$ cat src/mbd_pkg.sv
package mbd_pkg;

    // Button count and countdown width
    localparam int NUM_BUTTONS = 3;
    localparam int COUNT_WIDTH = 16;

    // Configuration port widths
    localparam int CFG_INDEX_WIDTH = 2;
    localparam int CFG_DATA_WIDTH  = 16;

    // Register indexes
    localparam logic [CFG_INDEX_WIDTH-1:0] CFG_DEBOUNCE_TICKS = 2'd0;
    localparam logic [CFG_INDEX_WIDTH-1:0] CFG_ACTIVE_LEVELS  = 2'd1;

    // Register reset values
    localparam logic [CFG_DATA_WIDTH-1:0] DEBOUNCE_TICKS_RST = 16'd20;
    localparam logic [NUM_BUTTONS-1:0]    ACTIVE_LEVELS_RST  = '0;

    // Per-button phase
    typedef enum logic [1:0] {
        PH_IDLE       = 2'd0,
        PH_DEBOUNCING = 2'd1,
        PH_ACTIVE     = 2'd2
    } phase_t;

    typedef logic [NUM_BUTTONS-1:0] btn_vec_t;
    typedef logic [COUNT_WIDTH-1:0] count_t;

endpackage

$ cat src/multi_button_debouncer.sv
// Channel | Direction | Handshake            | Payload
// in      | in        | in_valid / in_stall  | pin_levels
// out     | out       | out_valid / out_stall| press_events, release_events, pressed_now
// cfg     | in        | cfg_valid / cfg_ready| cfg_index, cfg_data
//
// One beat per cycle sustained unless out_stall holds the result register.
// The pin register feeds the per-button phase logic, which loads the result register.
// rst_n (async, active low) puts every button in idle with a zero countdown and
// restores the register defaults. A stalled result holds in its register while the
// pin register still takes one more beat; in_stall rises only when both are full
// and the result is stalled.
module multi_button_debouncer (
    input  logic                                 clk,
    input  logic                                 rst_n,
    input  logic                                 in_valid,
    output logic                                 in_stall,
    input  logic [mbd_pkg::NUM_BUTTONS-1:0]      pin_levels,
    output logic                                 out_valid,
    input  logic                                 out_stall,
    output logic [mbd_pkg::NUM_BUTTONS-1:0]      press_events,
    output logic [mbd_pkg::NUM_BUTTONS-1:0]      release_events,
    output logic [mbd_pkg::NUM_BUTTONS-1:0]      pressed_now,
    input  logic                                 cfg_valid,
    output logic                                 cfg_ready,
    input  logic [mbd_pkg::CFG_INDEX_WIDTH-1:0]  cfg_index,
    input  logic [mbd_pkg::CFG_DATA_WIDTH-1:0]   cfg_data
);

    import mbd_pkg::*;

    // Configuration registers
    logic [CFG_DATA_WIDTH-1:0] debounce_ticks_reg;
    btn_vec_t                  active_levels_reg;

    // Input stage
    logic     in_valid_reg;
    btn_vec_t pin_reg;

    // Per-button state
    phase_t phase_reg  [NUM_BUTTONS];
    phase_t phase_next [NUM_BUTTONS];
    count_t count_reg  [NUM_BUTTONS];
    count_t count_next [NUM_BUTTONS];

    // Result stage
    logic     out_valid_reg;
    btn_vec_t press_reg;
    btn_vec_t release_reg;
    btn_vec_t now_reg;
    btn_vec_t press_next;
    btn_vec_t release_next;
    btn_vec_t now_next;

    logic     advance;
    btn_vec_t act;
    count_t   load_value;

    assign cfg_ready = 1'b1;

    // Configuration writes
    always_ff @(posedge clk or negedge rst_n)
    begin
        if (!rst_n)
        begin
            debounce_ticks_reg <= DEBOUNCE_TICKS_RST;
            active_levels_reg  <= ACTIVE_LEVELS_RST;
        end
        else if (cfg_valid && cfg_ready)
        begin
            case (cfg_index)
                CFG_DEBOUNCE_TICKS: debounce_ticks_reg <= cfg_data;
                CFG_ACTIVE_LEVELS:  active_levels_reg  <= NUM_BUTTONS'(cfg_data);
                default:            ;
            endcase
        end
    end

    // Handshake: the pin register moves on when the result register is free
    assign advance   = in_valid_reg && (!out_valid_reg || !out_stall);
    assign in_stall  = in_valid_reg && !advance;
    assign out_valid = out_valid_reg;

    always_ff @(posedge clk or negedge rst_n)
    begin
        if (!rst_n)
        begin
            in_valid_reg <= 1'b0;
        end
        else if (in_valid && !in_stall)
        begin
            in_valid_reg <= 1'b1;
        end
        else if (advance)
        begin
            in_valid_reg <= 1'b0;
        end
    end

    always_ff @(posedge clk)
    begin
        if (in_valid && !in_stall)
        begin
            pin_reg <= pin_levels;
        end
    end

    // A button is active when its pin matches its pressed level
    assign act        = ~(pin_reg ^ active_levels_reg);
    assign load_value = COUNT_WIDTH'(debounce_ticks_reg);

    // Next phase and countdown
    always_comb
    begin
        for (int i = 0; i < NUM_BUTTONS; i++)
        begin
            phase_next[i] = phase_reg[i];
            count_next[i] = count_reg[i];
            case (phase_reg[i])
                PH_DEBOUNCING:
                begin
                    if (count_reg[i][COUNT_WIDTH-1:1] == '0)
                    begin
                        count_next[i] = '0;
                        phase_next[i] = act[i] ? PH_ACTIVE : PH_IDLE;
                    end
                    else
                    begin
                        count_next[i] = count_reg[i] - 1'b1;
                    end
                end
                PH_ACTIVE:
                begin
                    if (!act[i])
                    begin
                        phase_next[i] = PH_IDLE;
                    end
                end
                default:
                begin
                    if (act[i])
                    begin
                        count_next[i] = load_value;
                        phase_next[i] = PH_DEBOUNCING;
                    end
                    else
                    begin
                        phase_next[i] = PH_IDLE;
                    end
                end
            endcase
        end
    end

    // Event outputs
    always_comb
    begin
        for (int i = 0; i < NUM_BUTTONS; i++)
        begin
            press_next[i]   = (phase_reg[i] == PH_DEBOUNCING)
                              && (phase_next[i] == PH_ACTIVE);
            release_next[i] = (phase_reg[i] == PH_ACTIVE) && (phase_next[i] == PH_IDLE);
            now_next[i]     = (phase_next[i] == PH_ACTIVE);
        end
    end

    // State update, one tick per beat
    always_ff @(posedge clk or negedge rst_n)
    begin
        if (!rst_n)
        begin
            for (int i = 0; i < NUM_BUTTONS; i++)
            begin
                phase_reg[i] <= PH_IDLE;
                count_reg[i] <= '0;
            end
        end
        else if (advance)
        begin
            for (int i = 0; i < NUM_BUTTONS; i++)
            begin
                phase_reg[i] <= phase_next[i];
                count_reg[i] <= count_next[i];
            end
        end
    end

    // Result register
    always_ff @(posedge clk or negedge rst_n)
    begin
        if (!rst_n)
        begin
            out_valid_reg <= 1'b0;
        end
        else if (advance)
        begin
            out_valid_reg <= 1'b1;
        end
        else if (!out_stall)
        begin
            out_valid_reg <= 1'b0;
        end
    end

    always_ff @(posedge clk)
    begin
        if (advance)
        begin
            press_reg   <= press_next;
            release_reg <= release_next;
            now_reg     <= now_next;
        end
    end

    assign press_events   = press_reg;
    assign release_events = release_reg;
    assign pressed_now    = now_reg;

    // Countdown stays zero outside debouncing
    btn_vec_t stray_count;
    always_comb
    begin
        for (int i = 0; i < NUM_BUTTONS; i++)
        begin
            stray_count[i] = (phase_reg[i] != PH_DEBOUNCING) && (count_reg[i] != '0);
        end
    end

`ifndef NO_ASSERTIONS
    a_no_press_and_release: assert property (@(posedge clk) disable iff (!rst_n)
        out_valid_reg |-> ((press_reg & release_reg) == '0))
        else $error("press and release on the same button in one beat");

    a_press_is_pressed: assert property (@(posedge clk) disable iff (!rst_n)
        out_valid_reg |-> ((press_reg & ~now_reg) == '0))
        else $error("press reported for a button not in active");

    a_release_not_pressed: assert property (@(posedge clk) disable iff (!rst_n)
        out_valid_reg |-> ((release_reg & now_reg) == '0))
        else $error("release reported for a button still active");

    a_count_idle_zero: assert property (@(posedge clk) disable iff (!rst_n)
        stray_count == '0)
        else $error("countdown nonzero outside debouncing");

    a_state_holds: assert property (@(posedge clk) disable iff (!rst_n)
        (out_valid_reg && !advance) |=> (now_reg == $past(now_reg)))
        else $error("result changed without a beat");
`endif

endmodule

$ cat config.mk
export PLATFORM = sky130hd
export DESIGN_NAME = multi_button_debouncer
export DESIGN_NICKNAME = d
export VERILOG_FILES = /design/src/mbd_pkg.sv /design/src/multi_button_debouncer.sv
export SDC_FILE = /design/constraint.sdc
export NUM_CORES = 1
export LEC_CHECK = 0
export BUFFER_PORTS_ARGS = -buffer_cell sky130_fd_sc_hd__buf_2
export CAP_MARGIN = 30
export CORE_ASPECT_RATIO = 0.8
export CORE_MARGIN = 2
export CORE_UTILIZATION = 34
export CTS_CLUSTER_DIAMETER = 80
export DETAILED_ROUTE_END_ITERATION = 7
export GPL_ROUTABILITY_DRIVEN = 1
export PLACE_DENSITY_LB_ADDON = 0.2
export SYNTH_ARGS = -nofsm -noshare
export SYNTH_HDL_FRONTEND = slang
export SYNTH_SLANG_ARGS = --single-unit
$ cat constraint.sdc
create_clock -name clk -period 2.5 [get_ports clk]
set_input_delay 0.5 -clock clk [delete_from_list [all_inputs] [get_ports clk]]
set_output_delay 0.5 -clock clk [all_outputs]
set_load 0.02 [all_outputs]
==> results of run 1 <==
[what timing repair did]
action / CTS / global route
setup endpoints to repair: 0 / 2
endpoints found under the hold margin: 0 / 0
resized for setup: 0 / 2
[Yosys cell counts, drive strengths merged, types with 11 or more instances]
cell type  instances
a21oi             31
a22o              11
a22oi             15
clkbuf            22
dfrtp             73
edfxtp            12
inv               27
mux2              11
nand2             38
nor2              20
nor3              34
nor4              13
o21ai             52
or3               16
or4               13
[power by group through the flow]
stage	clock [mW]	sequential, mW	combinational, mW
floorplan	0	2.31	1.76
global placement	0	2.46	2.51
detailed placement	0	2.46	2.56
CTS	1.42	2.44	2.57
global route	1.48	2.53	2.87
finish	1.38	2.46	2.58
[final cells by class]
class                   instances  share of cell area
clock buffers                  10              0.0391
clock inverters                 6              0.0117
inverters                      28              0.0179
multi-input cells             380               0.424
flip-flops and latches         87               0.382
well taps                     184              0.0393
repair buffers                 72              0.0858
[cells by family (layout without fill, tap and decap cells)]
| kind of cell | after synthesis | in the layout |
|---|---|---|
| buf+inv | 57 | 116 |
| flops | 87 | 87 |
| other cells | 1 | 1 |
| xor+xnor | 5 | 5 |
| fa+ha+maj | 9 | 9 |
| simple gates | 175 | 175 |
| compound gates | 177 | 177 |
| mux | 13 | 13 |
[how the worst min path moves through the flow]
stage | startpoint | to | cells after the start
after floorplan | rst_n | active_levels_reg[0]$_DFFE_PN0P_ | 0
after global placement | in_valid_reg$_DFFE_PN0P_ | out_valid$_DFFE_PN0P_ | 1
after detailed placement | in_valid_reg$_DFFE_PN0P_ | out_valid$_DFFE_PN0P_ | 1
after CTS | rst_n | count_reg[14]$_DFFE_PN0P_ | 1
after global routing | rst_n | count_reg[14]$_DFFE_PN0P_ | 1
final | rst_n | count_reg[14]$_DFFE_PN0P_ | 1
[metal layers]
metal  vias to the layer above  part of all wire  global-route usage
met2                       139              0.44               0.266
met5                         -                 0                   0
li1                       2111                 -                   -
met1                      2151              0.49               0.280
met3                        13             0.061              0.0348
met4                         0            0.0089              0.0411
[worst max-delay path, delay by kind of cell, from the launching register on]
kind	cells	cell delay (ps)
AO/OA/AOI/OAI	3	610
buffers and inverters	1	170
flip-flops	1	420
AND/OR/NAND/NOR	2	1020
[placed cells by master, fill, tap and decap left out, types with 5 or more instances in the layout]
master	synthesis	layout
dfrtp_1	73	73
o21ai_0	51	51
nand2_1	38	38
buf_2	5	35
nor3_1	34	33
buf_4	2	33
a21oi_1	31	31
inv_1	27	27
nor2_1	20	20
a22oi_1	15	15
or3_1	14	14
nor4_1	12	12
edfxtp_1	12	12
or4_1	11	11
mux2_2	11	11
a22o_1	11	11
nand3_1	10	10
a211o_1	10	10
nand2b_1	9	9
ha_1	9	9
clkbuf_16	0	9
o2bb2ai_1	7	7
o211ai_1	5	5
o22ai_1	5	5
[metrics by stage]
stage | cell area, sq um | total power, mW | worst slack (ps) | std cells
final | 5860 | 6.42 | 143 | 767
after global routing | 5860 | 6.88 | 20.5 | 767
after CTS | 5850 | 6.43 | 101 | 767
after detailed placement | 5550 | 5.02 | 114 | 751
after global placement | 5550 | 4.97 | 143 | 751
after floorplan | 4940 | 4.07 | 259 | 524
==> out/metrics.yaml, run 1 <==
run_status:
  status: "complete, no violations"
timing:
  finalSetupTns_ps: 0
  timing.fmax_mhz: 424
  min_period_ps: 2360
  fin_skew_ps: 7.10
  drv_slew: 0
  rsz0062_at_grt: "false"
  whs_ps: 99.6
  finalCritPeriodShare: 0.943
  setup_viol: 0
  worstMarginPinSlew_ps: 700
  slew_headroom: 0.531
  finalHoldViolCount: 0
clock_network:
  cts_tree: "done"
  cts_setup_buffers: 0
  clkLatencyLatePin_ps: 340
  clockRootBuffer: "clkbuf_16"
  clk_path_buf_depth: 2
  ctsHoldBuffers: 0
  clk_pin_slew_worst_paths_ps: 70
  numCtsBuffers: 9
  htreeDepth: 3
  cts.sinks: 87
layout:
  multi_input_area_sq_um: 2490
  drive_gt1_frac: 0.197
  antennaDiodeCount: 0
  nFillCells: 1422
  largest_reg_flops: 48
  syn2layout_area_growth_pct: 18.7
  area.sequential_sq_um: 2240
  final_core_util: 0.411
  final_nets: 613
power_and_ir_drop:
  swShare: 0.403
  p_int_mw: 3.84
  vdd_drop_max_mv: 0.414
  seqPwrFrac: 0.383
  power_frac_comb: 0.402
  pwr_density_cell_nw_per_um2: 1100
  p_leak_nw: 2.33
  power_frac_clock: 0.215
  p_sw_mw: 2.59
critical_path:
  rr_startpoint: "count_reg[11]$_DFFE_PN0P_"
  worstPathCellList: "or3_1 > or4_1 > o21ai_2 > buf_12 > o21ai_0 > a22o_1"
  cpMaxStageDelayCell: "or4_1"
  required_ps: 2730
  startpoint_type: "flop"
  slowest_delay_ps: 580
  crit_arrival_ps: 2580
  setup.worst_path.class: "reg2reg"
  crit_path_end_kind: "flop"
  cp-startpoint: "count_reg[11]$_DFFE_PN0P_"
  endpoint: "count_reg[7]$_DFFE_PN0P_"
  worstReg2RegEnd: "count_reg[7]$_DFFE_PN0P_"
  ff2ff_setup_slack_ps: 140
  r2r_cells: 6
  crit_fanout: 15
logic_synthesis:
  netlist.area_leader.share: 0.370
  synthArstFlopShare: 0.862
  synth_top_family_by_area: "compound AO/OA/AOI/OAI gates"
  synthCells: 524
  synth_warnings: 0
  syn_avg_cell_area_sq_um: 9.42
  netlist_area_sq_um: 4940
  synth_edf_count: 12
  ys_types: 66
  synth_xor_area_frac: 0.00887
  syn-num-nets: 559
  synth_area_leader_cell: "dfrtp_1"
  yosys_most_used_dff: "dfrtp_1"
  ys_ff_latch: 87
  post_synth_mux_area_share: 0.0291
  synth_fa_ha_area_frac: 0.0228
  synth_compound_area_frac: 0.243
  synth-simple-area-share: 0.195
  ys_seq_area_frac: 0.454
  yosys-top-cells-area: "dfrtp_1 (37%), edfxtp_1 (7.3%), o21ai_0 (5.2%), nor3_1 (3.4%), a21oi_1 (3.1%)"
route:
  viasPerCell: 5.75
  drcViolationCount: 0
  wl_mm: 13.8
  dr.first_iter.drc_count: 360
  num_vias: 4414
  dr.pass1.iters: 4
  wl_per_cell_um: 18.0
  postRouteAntennaNets: 0
global_route:
  grt_max_degree: 47
  grt_antenna_before_repair: 0
  grt-ovfl-total: 0
  grt_util_all_layers: 0.182
  grt_pass1_wl_mm: 22.5
  grt_pass1_vias: 4166
floorplan:
  die_h_um: 112
  ios: 38
  rows: 39
  die-area_sq_um: 15500
  die_x_um: 139
  initial_core_util: 0.347
  core_sq_um: 14200
min_path:
  min_path_type: "in2async"
flow_run:
  cap_violations: 0
placed_design:
  dp_hpwl_mm: 10.1
  io_buffers: 36
  place.gp.congestion: 0.842
Power figures use the tool's default switching activity.
==> inputs of run 2 (changes only) <==
--- a/config.mk
+++ b/config.mk
@@ -8,12 +8,11 @@
 export BUFFER_PORTS_ARGS = -buffer_cell sky130_fd_sc_hd__buf_2
 export CAP_MARGIN = 30
 export CORE_ASPECT_RATIO = 0.8
-export CORE_MARGIN = 2
 export CORE_UTILIZATION = 34
 export CTS_CLUSTER_DIAMETER = 80
 export DETAILED_ROUTE_END_ITERATION = 7
 export GPL_ROUTABILITY_DRIVEN = 1
-export PLACE_DENSITY_LB_ADDON = 0.2
+export PLACE_DENSITY = 0.62
 export SYNTH_ARGS = -nofsm -noshare
 export SYNTH_HDL_FRONTEND = slang
 export SYNTH_SLANG_ARGS = --single-unit
==> out/metrics.yaml, run 2 (synthesis gave the netlist of run 1 again) <==
run_status:
  status: "complete, no violations"
placed_design:
  place_ws_ps: 190  # +75.7 ps
  io_buffers: 36  # unchanged
  place.gp.congestion: 0.885  # +5.1%
  dp_hpwl_mm: 9.64  # -4.8%
layout:
  nFillCells: 1360  # -4.4%
  area.sequential_sq_um: 2240  # unchanged
  final_common_cell: "dfrtp_1"
  multi_input_area_sq_um: 2490  # about the same
  final_nets: 612  # -0.16%
  antennaDiodeCount: 0  # unchanged
  largest_reg_flops: 48  # unchanged
  final_cell_mix: "dfrtp_1 (73), o21ai_0 (51), nand2_1 (38)"
  drive_gt1_frac: 0.198  # +0.000339
  syn2layout_area_growth_pct: 18.3
floorplan:
  initial_core_util: 0.356  # +0.00912
  rows: 38  # -2.6%
  die-area_sq_um: 15000  # -3.2%
  die_x_um: 137  # -1.4%
  die_h_um: 110  # -1.8%
  ios: 38  # unchanged
  core_sq_um: 13900  # -2.6%
timing:
  finalHoldViolCount: 0  # unchanged
  worst_slack_ps: 147  # +4.30 ps
  min_period_ps: 2350  # -4.30 ps
  worstMarginPinSlew_ps: 536  # -164 ps
  drv_slew: 0  # unchanged
  fin_skew_ps: 11.1  # +3.98 ps
  setup_viol: 0  # unchanged
  finalSetupTns_ps: 0  # unchanged
  slew_headroom: 0.643  # +0.111
  timing.fmax_mhz: 425  # +0.18%
  rsz0062_at_grt: "false"
  finalCritPeriodShare: 0.941  # -0.00172
power_and_ir_drop:
  power_frac_comb: 0.393  # -0.009
  p_leak_nw: 2.32  # -0.45%
  p_sw_mw: 2.57  # -0.55%
  seqPwrFrac: 0.385  # +0.002
  pwr_density_cell_nw_per_um2: 1100  # about the same
  p_int_mw: 3.83  # -0.21%
  power_frac_clock: 0.222  # +0.007
  swShare: 0.402  # -0.000826
  vdd_drop_max_mv: 0.440  # +6.2%
clock_network:
  cts-resized-gates: 0  # unchanged
  htreeDepth: 3  # unchanged
  clk_pin_slew_worst_paths_ps: 70  # about the same
  ctsHoldBuffers: 0  # unchanged
  cts.sinks: 87  # unchanged
  clk_path_buf_depth: 2  # unchanged
  cts_tree: "done"
  clockRootBuffer: "clkbuf_16"
  cts_setup_buffers: 0  # unchanged
  clkLatencyLatePin_ps: 350  # about the same
  numCtsBuffers: 9  # unchanged
route:
  dr.pass1.iters: 4  # unchanged
  viasPerCell: 5.83  # +1.4%
  drcViolationCount: 0  # unchanged
  dr.first_iter.drc_count: 388  # +7.8%
  wl_mm: 13.4  # -3.3%
  wl_per_cell_um: 17.6  # -2.7%
  num_vias: 4446  # +0.72%
  postRouteAntennaNets: 0  # unchanged
global_route:
  met2_usage: 0.296  # +0.0302
  met3_usage: 0.0383  # +0.00343
  busiest_layer: "met2"
  grt_util_all_layers: 0.195  # +0.0131
  grt_pass1_vias: 4221  # +1.3%
  grt_antenna_before_repair: 0  # unchanged
  grt-ovfl-total: 0  # unchanged
  grt_max_degree: 41  # -13%
  grt_use_met1: 0.283  # +0.00322
  grt_pass1_wl_mm: 22.2  # -1.3%
critical_path:
  crit_arrival_ps: 2600  # +20 ps
  required_ps: 2750  # +20 ps
  worstReg2RegEnd: "count_reg[12]$_DFFE_PN0P_"
  crit_fanout: 4  # -11
  setup.worst_path.class: "reg2reg"
  cp-startpoint: "count_reg[0]$_DFFE_PN0P_"
  ff2ff_setup_slack_ps: 150  # about the same
  startpoint_type: "flop"
  endpoint: "count_reg[12]$_DFFE_PN0P_"
  r2r_cells: 7  # +1
  crit_path_end_kind: "flop"
  rr_startpoint: "count_reg[0]$_DFFE_PN0P_"
min_path:
  min_path_type: "in2async"
flow_run:
  cap_violations: 0  # unchanged
run 2: how the worst min path moves through the flow:
stage | to | slack, ps | depth (start not counted)
3_3_place_gp | out_valid$_DFFE_PN0P_ | 460 | 1
5_1_grt | count_reg[42]$_DFFE_PN0P_ | 160 | 1
3_5_place_dp | out_valid$_DFFE_PN0P_ | 460 | 1
6_report | count_reg[42]$_DFFE_PN0P_ | 130 | 1
2_1_floorplan | active_levels_reg[0]$_DFFE_PN0P_ | 200 | 0
4_1_cts | count_reg[41]$_DFFE_PN0P_ | 140 | 1
run 2: cell type report:
type	instances	area share
Multi-Input combinational cell	380	0.426
Inverter	28	0.0180
Clock inverter	6	0.0131
Clock buffer	10	0.0409
Sequential cell	87	0.383
Tap cell	180	0.0385
Timing Repair Buffer	71	0.0805
run 2: power by group through the flow:
stage	logic [mW]	registers (mW)	clock network [mW]
3_3_place_gp	2.42	2.45	0
5_1_grt	2.82	2.55	1.52
4_1_cts	2.49	2.45	1.46
3_5_place_dp	2.48	2.46	0
2_1_floorplan	1.76	2.31	0
6_report	2.52	2.46	1.42
run 2: critical path: stages, from the launching register on:
cell	delay, ps
dfrtp_1	410
inv_1	170
ha_1	190
or4b_2	600
nor2_1	230
nand3b_1	140
or4_1	410
o211ai_1	110
run 2: through the flow:
step / util / std cells / power [mW] / hold WS (ps) / area, sq um
3_3_place_gp: 0.397 / 746 / 4.87 / 457 / 5520
6_report: 0.421 / 762 / 6.40 / 129 / 5840
3_5_place_dp: 0.397 / 746 / 4.95 / 460 / 5520
2_1_floorplan: - / 524 / 4.07 / 204 / 4940
4_1_cts: 0.420 / 762 / 6.39 / 140 / 5830
5_1_grt: 0.421 / 762 / 6.88 / 164 / 5840
run 2: routing by layer:
layer / wire (um) / part of all wire
met5: 0 / 0
met4: 170 / 0.013
met3: 802 / 0.060
met2: 5880 / 0.44
met1: 6530 / 0.49
==> inputs of run 3 (changes only) <==
--- a/config.mk
+++ b/config.mk
@@ -8,11 +8,11 @@
 export BUFFER_PORTS_ARGS = -buffer_cell sky130_fd_sc_hd__buf_2
 export CAP_MARGIN = 30
 export CORE_ASPECT_RATIO = 0.8
-export CORE_UTILIZATION = 34
+export CORE_UTILIZATION = 60
 export CTS_CLUSTER_DIAMETER = 80
 export DETAILED_ROUTE_END_ITERATION = 7
 export GPL_ROUTABILITY_DRIVEN = 1
-export PLACE_DENSITY = 0.62
+export PLACE_DENSITY = 0.92
 export SYNTH_ARGS = -nofsm -noshare
 export SYNTH_HDL_FRONTEND = slang
 export SYNTH_SLANG_ARGS = --single-unit
==> out/metrics.yaml, run 3 (synthesis gave the netlist of run 1 again) <==
global_route:
  grt_util_all_layers: 0.334  # +0.139
  grt_pass1_vias: 4445  # +5.3%
  grt_max_degree: 76  # +85%
  grt-ovfl-total: 0  # unchanged
  grt_pass1_wl_mm: 22.0  # -0.96%
  grt_antenna_before_repair: 0  # unchanged
timing:
  min_period_ps: 2380  # +23.7 ps
  slew_headroom: 0.572  # -0.0711
  rsz0062_at_grt: "false"
  whs_ps: 143  # +14.2 ps
  timing.fmax_mhz: 421  # -0.99%
  fin_skew_ps: 9.77  # -1.32 ps
  setup_viol: 0  # unchanged
  finalSetupTns_ps: 0  # unchanged
  worstMarginPinSlew_ps: 640  # +104 ps
  finalHoldViolCount: 0  # unchanged
  drv_slew: 0  # unchanged
  finalCritPeriodShare: 0.951  # +0.00946
floorplan:
  die_h_um: 83.1  # -24%
  ios: 38  # unchanged
  core_sq_um: 7950  # -43%
  initial_core_util: 0.621  # +0.266
  die-area_sq_um: 8600  # -43%
  die_x_um: 103  # -24%
  rows: 29  # -24%
layout:
  final_nets: 608  # -0.65%
  drive_gt1_frac: 0.196  # -0.00209
  area.sequential_sq_um: 2240  # unchanged
  final_core_util: 0.707  # +0.286
  final_common_cell: "dfrtp_1"
  post-route-cell-area_sq_um: 5620  # -3.8%
  antennaDiodeCount: 0  # unchanged
  final_cell_mix: "dfrtp_1 (73), o21ai_0 (51), nand2_1 (38)"
  largest_reg_flops: 48  # unchanged
  nFillCells: 553  # -59%
  multi_input_area_sq_um: 2500  # +0.45%
  syn2layout_area_growth_pct: 13.8
power_and_ir_drop:
  p_leak_nw: 2.26  # -2.8%
  pwr_density_cell_nw_per_um2: 1070  # -2.3%
  vdd_drop_max_mv: 0.683  # +55%
critical_path:
  ff2ff_setup_slack_ps: 120  # -20 ps
  slowest_delay_ps: 650  # +50 ps
  startpoint_type: "flop"
  cpMaxStageDelayCell: "or4_1"
  crit_fanout: 19  # +15
  required_ps: 2770  # +20 ps
  r2r_cells: 6  # -1
  setup.worst_path.class: "reg2reg"
  rr_startpoint: "count_reg[20]$_DFFE_PN0P_"
  crit_path_end_kind: "flop"
  worstReg2RegEnd: "count_reg[26]$_DFFE_PN0P_"
  worstPathCellList: "or4_1 > o41ai_2 > buf_4 > or2_2 > o21ai_0 > a22o_1"
  crit_arrival_ps: 2640  # +40 ps
placed_design:
  place.gp.congestion: 0.925  # +4.5%
  io_buffers: 36  # unchanged
  placed_area_sq_um: 5400  # -2.2%
  dp_hpwl_mm: 9.48  # -1.7%
clock_network:
  cts.sinks: 87  # unchanged
  ctsHoldBuffers: 0  # unchanged
  clk_path_buf_depth: 2  # unchanged
  numCtsBuffers: 9  # unchanged
  clk_pin_slew_worst_paths_ps: 100  # +30 ps
  clkLatencyLatePin_ps: 370  # +20 ps
  cts_setup_buffers: 0  # unchanged
  cts_tree: "done"
  htreeDepth: 3  # unchanged
  clockRootBuffer: "clkbuf_8"
route:
  num_vias: 4707  # +5.9%
  drcViolationCount: 0  # unchanged
  wl_mm: 13.4  # +0.31%
  postRouteAntennaNets: 0  # unchanged
  dr.pass1.iters: 6  # +2
  wl_per_cell_um: 19.6  # +11%
  viasPerCell: 6.86  # +18%
  dr.first_iter.drc_count: 486  # +25%
run_status:
  status: "complete, no violations"
flow_run:
  cap_violations: 0  # unchanged
min_path:
  min_path_type: "in2async"
run 3: cell count changes in the layout (fill, tap and decap cells not counted), sizes merged:
cell,change
clkbuf,-1
buf,-4
bufinv,-1
clkinv,+3
clkinvlp,-1
run 3: stage by stage:
| step | setup slack (ps) | total power [mW] | instances |
|---|---|---|---|
| 2_1_floorplan | 259 | 4.07 | 524 |
| 3_3_place_gp | 165 | 4.73 | 670 |
| 3_5_place_dp | 44.1 | 4.91 | 670 |
| 4_1_cts | 26.7 | 5.90 | 686 |
| 5_1_grt | 3.18 | 6.35 | 686 |
| 6_report | 123 | 6.02 | 686 |
run 3: timing repair:
item	4_1_cts	5_1_grt
gates resized for setup	0	5
setup endpoints to repair	0	10
hold endpoints to repair	0	0
run 3: layer usage:
metal,global-route usage,share of wire
met1,0.474,0.39
met2,0.491,0.46
met3,0.0715,0.11
met4,0.152,0.039
met5,0,0
run 3: layout make-up:
type	instances	area share
multi-input cells	380	0.445
flip-flops and latches	87	0.398
repair buffers	67	0.0784
well taps	108	0.0240
clock inverters	7	0.0138
clock buffers	9	0.0220
inverters	28	0.0187
run 3: worst max path at each step:
stage	depth (start not counted)	slack [ps]	from	endpoint
floorplan	5	260	count_reg[2]$_DFFE_PN0P_	pressed_now[2]$_DFFE_PP_
global placement	5	160	count_reg[2]$_DFFE_PN0P_	count_reg[4]$_DFFE_PN0P_
detailed placement	5	40	count_reg[11]$_DFFE_PN0P_	count_reg[7]$_DFFE_PN0P_
CTS	5	30	count_reg[11]$_DFFE_PN0P_	count_reg[7]$_DFFE_PN0P_
global route	5	3	count_reg[43]$_DFFE_PN0P_	press_events[0]$_DFFE_PP_
finish	6	120	count_reg[20]$_DFFE_PN0P_	count_reg[26]$_DFFE_PN0P_
run 3: where the power goes:
group / internal (mW) / total, mW / switching (mW)
Combinational: 1.06 / 2.55 / 1.48
Clock: 0.391 / 0.975 / 0.583
Sequential: 1.92 / 2.50 / 0.581
Total: 3.37 / 6.02 / 2.65
run 3: critical path: cells and delay by family, from the launching register on:
kind | cells | cell delay, ps
buffers and inverters | 1 | 280
DFF | 1 | 450
and+or+nand+nor | 2 | 820
AOI/OAI and AO/OA | 3 | 730
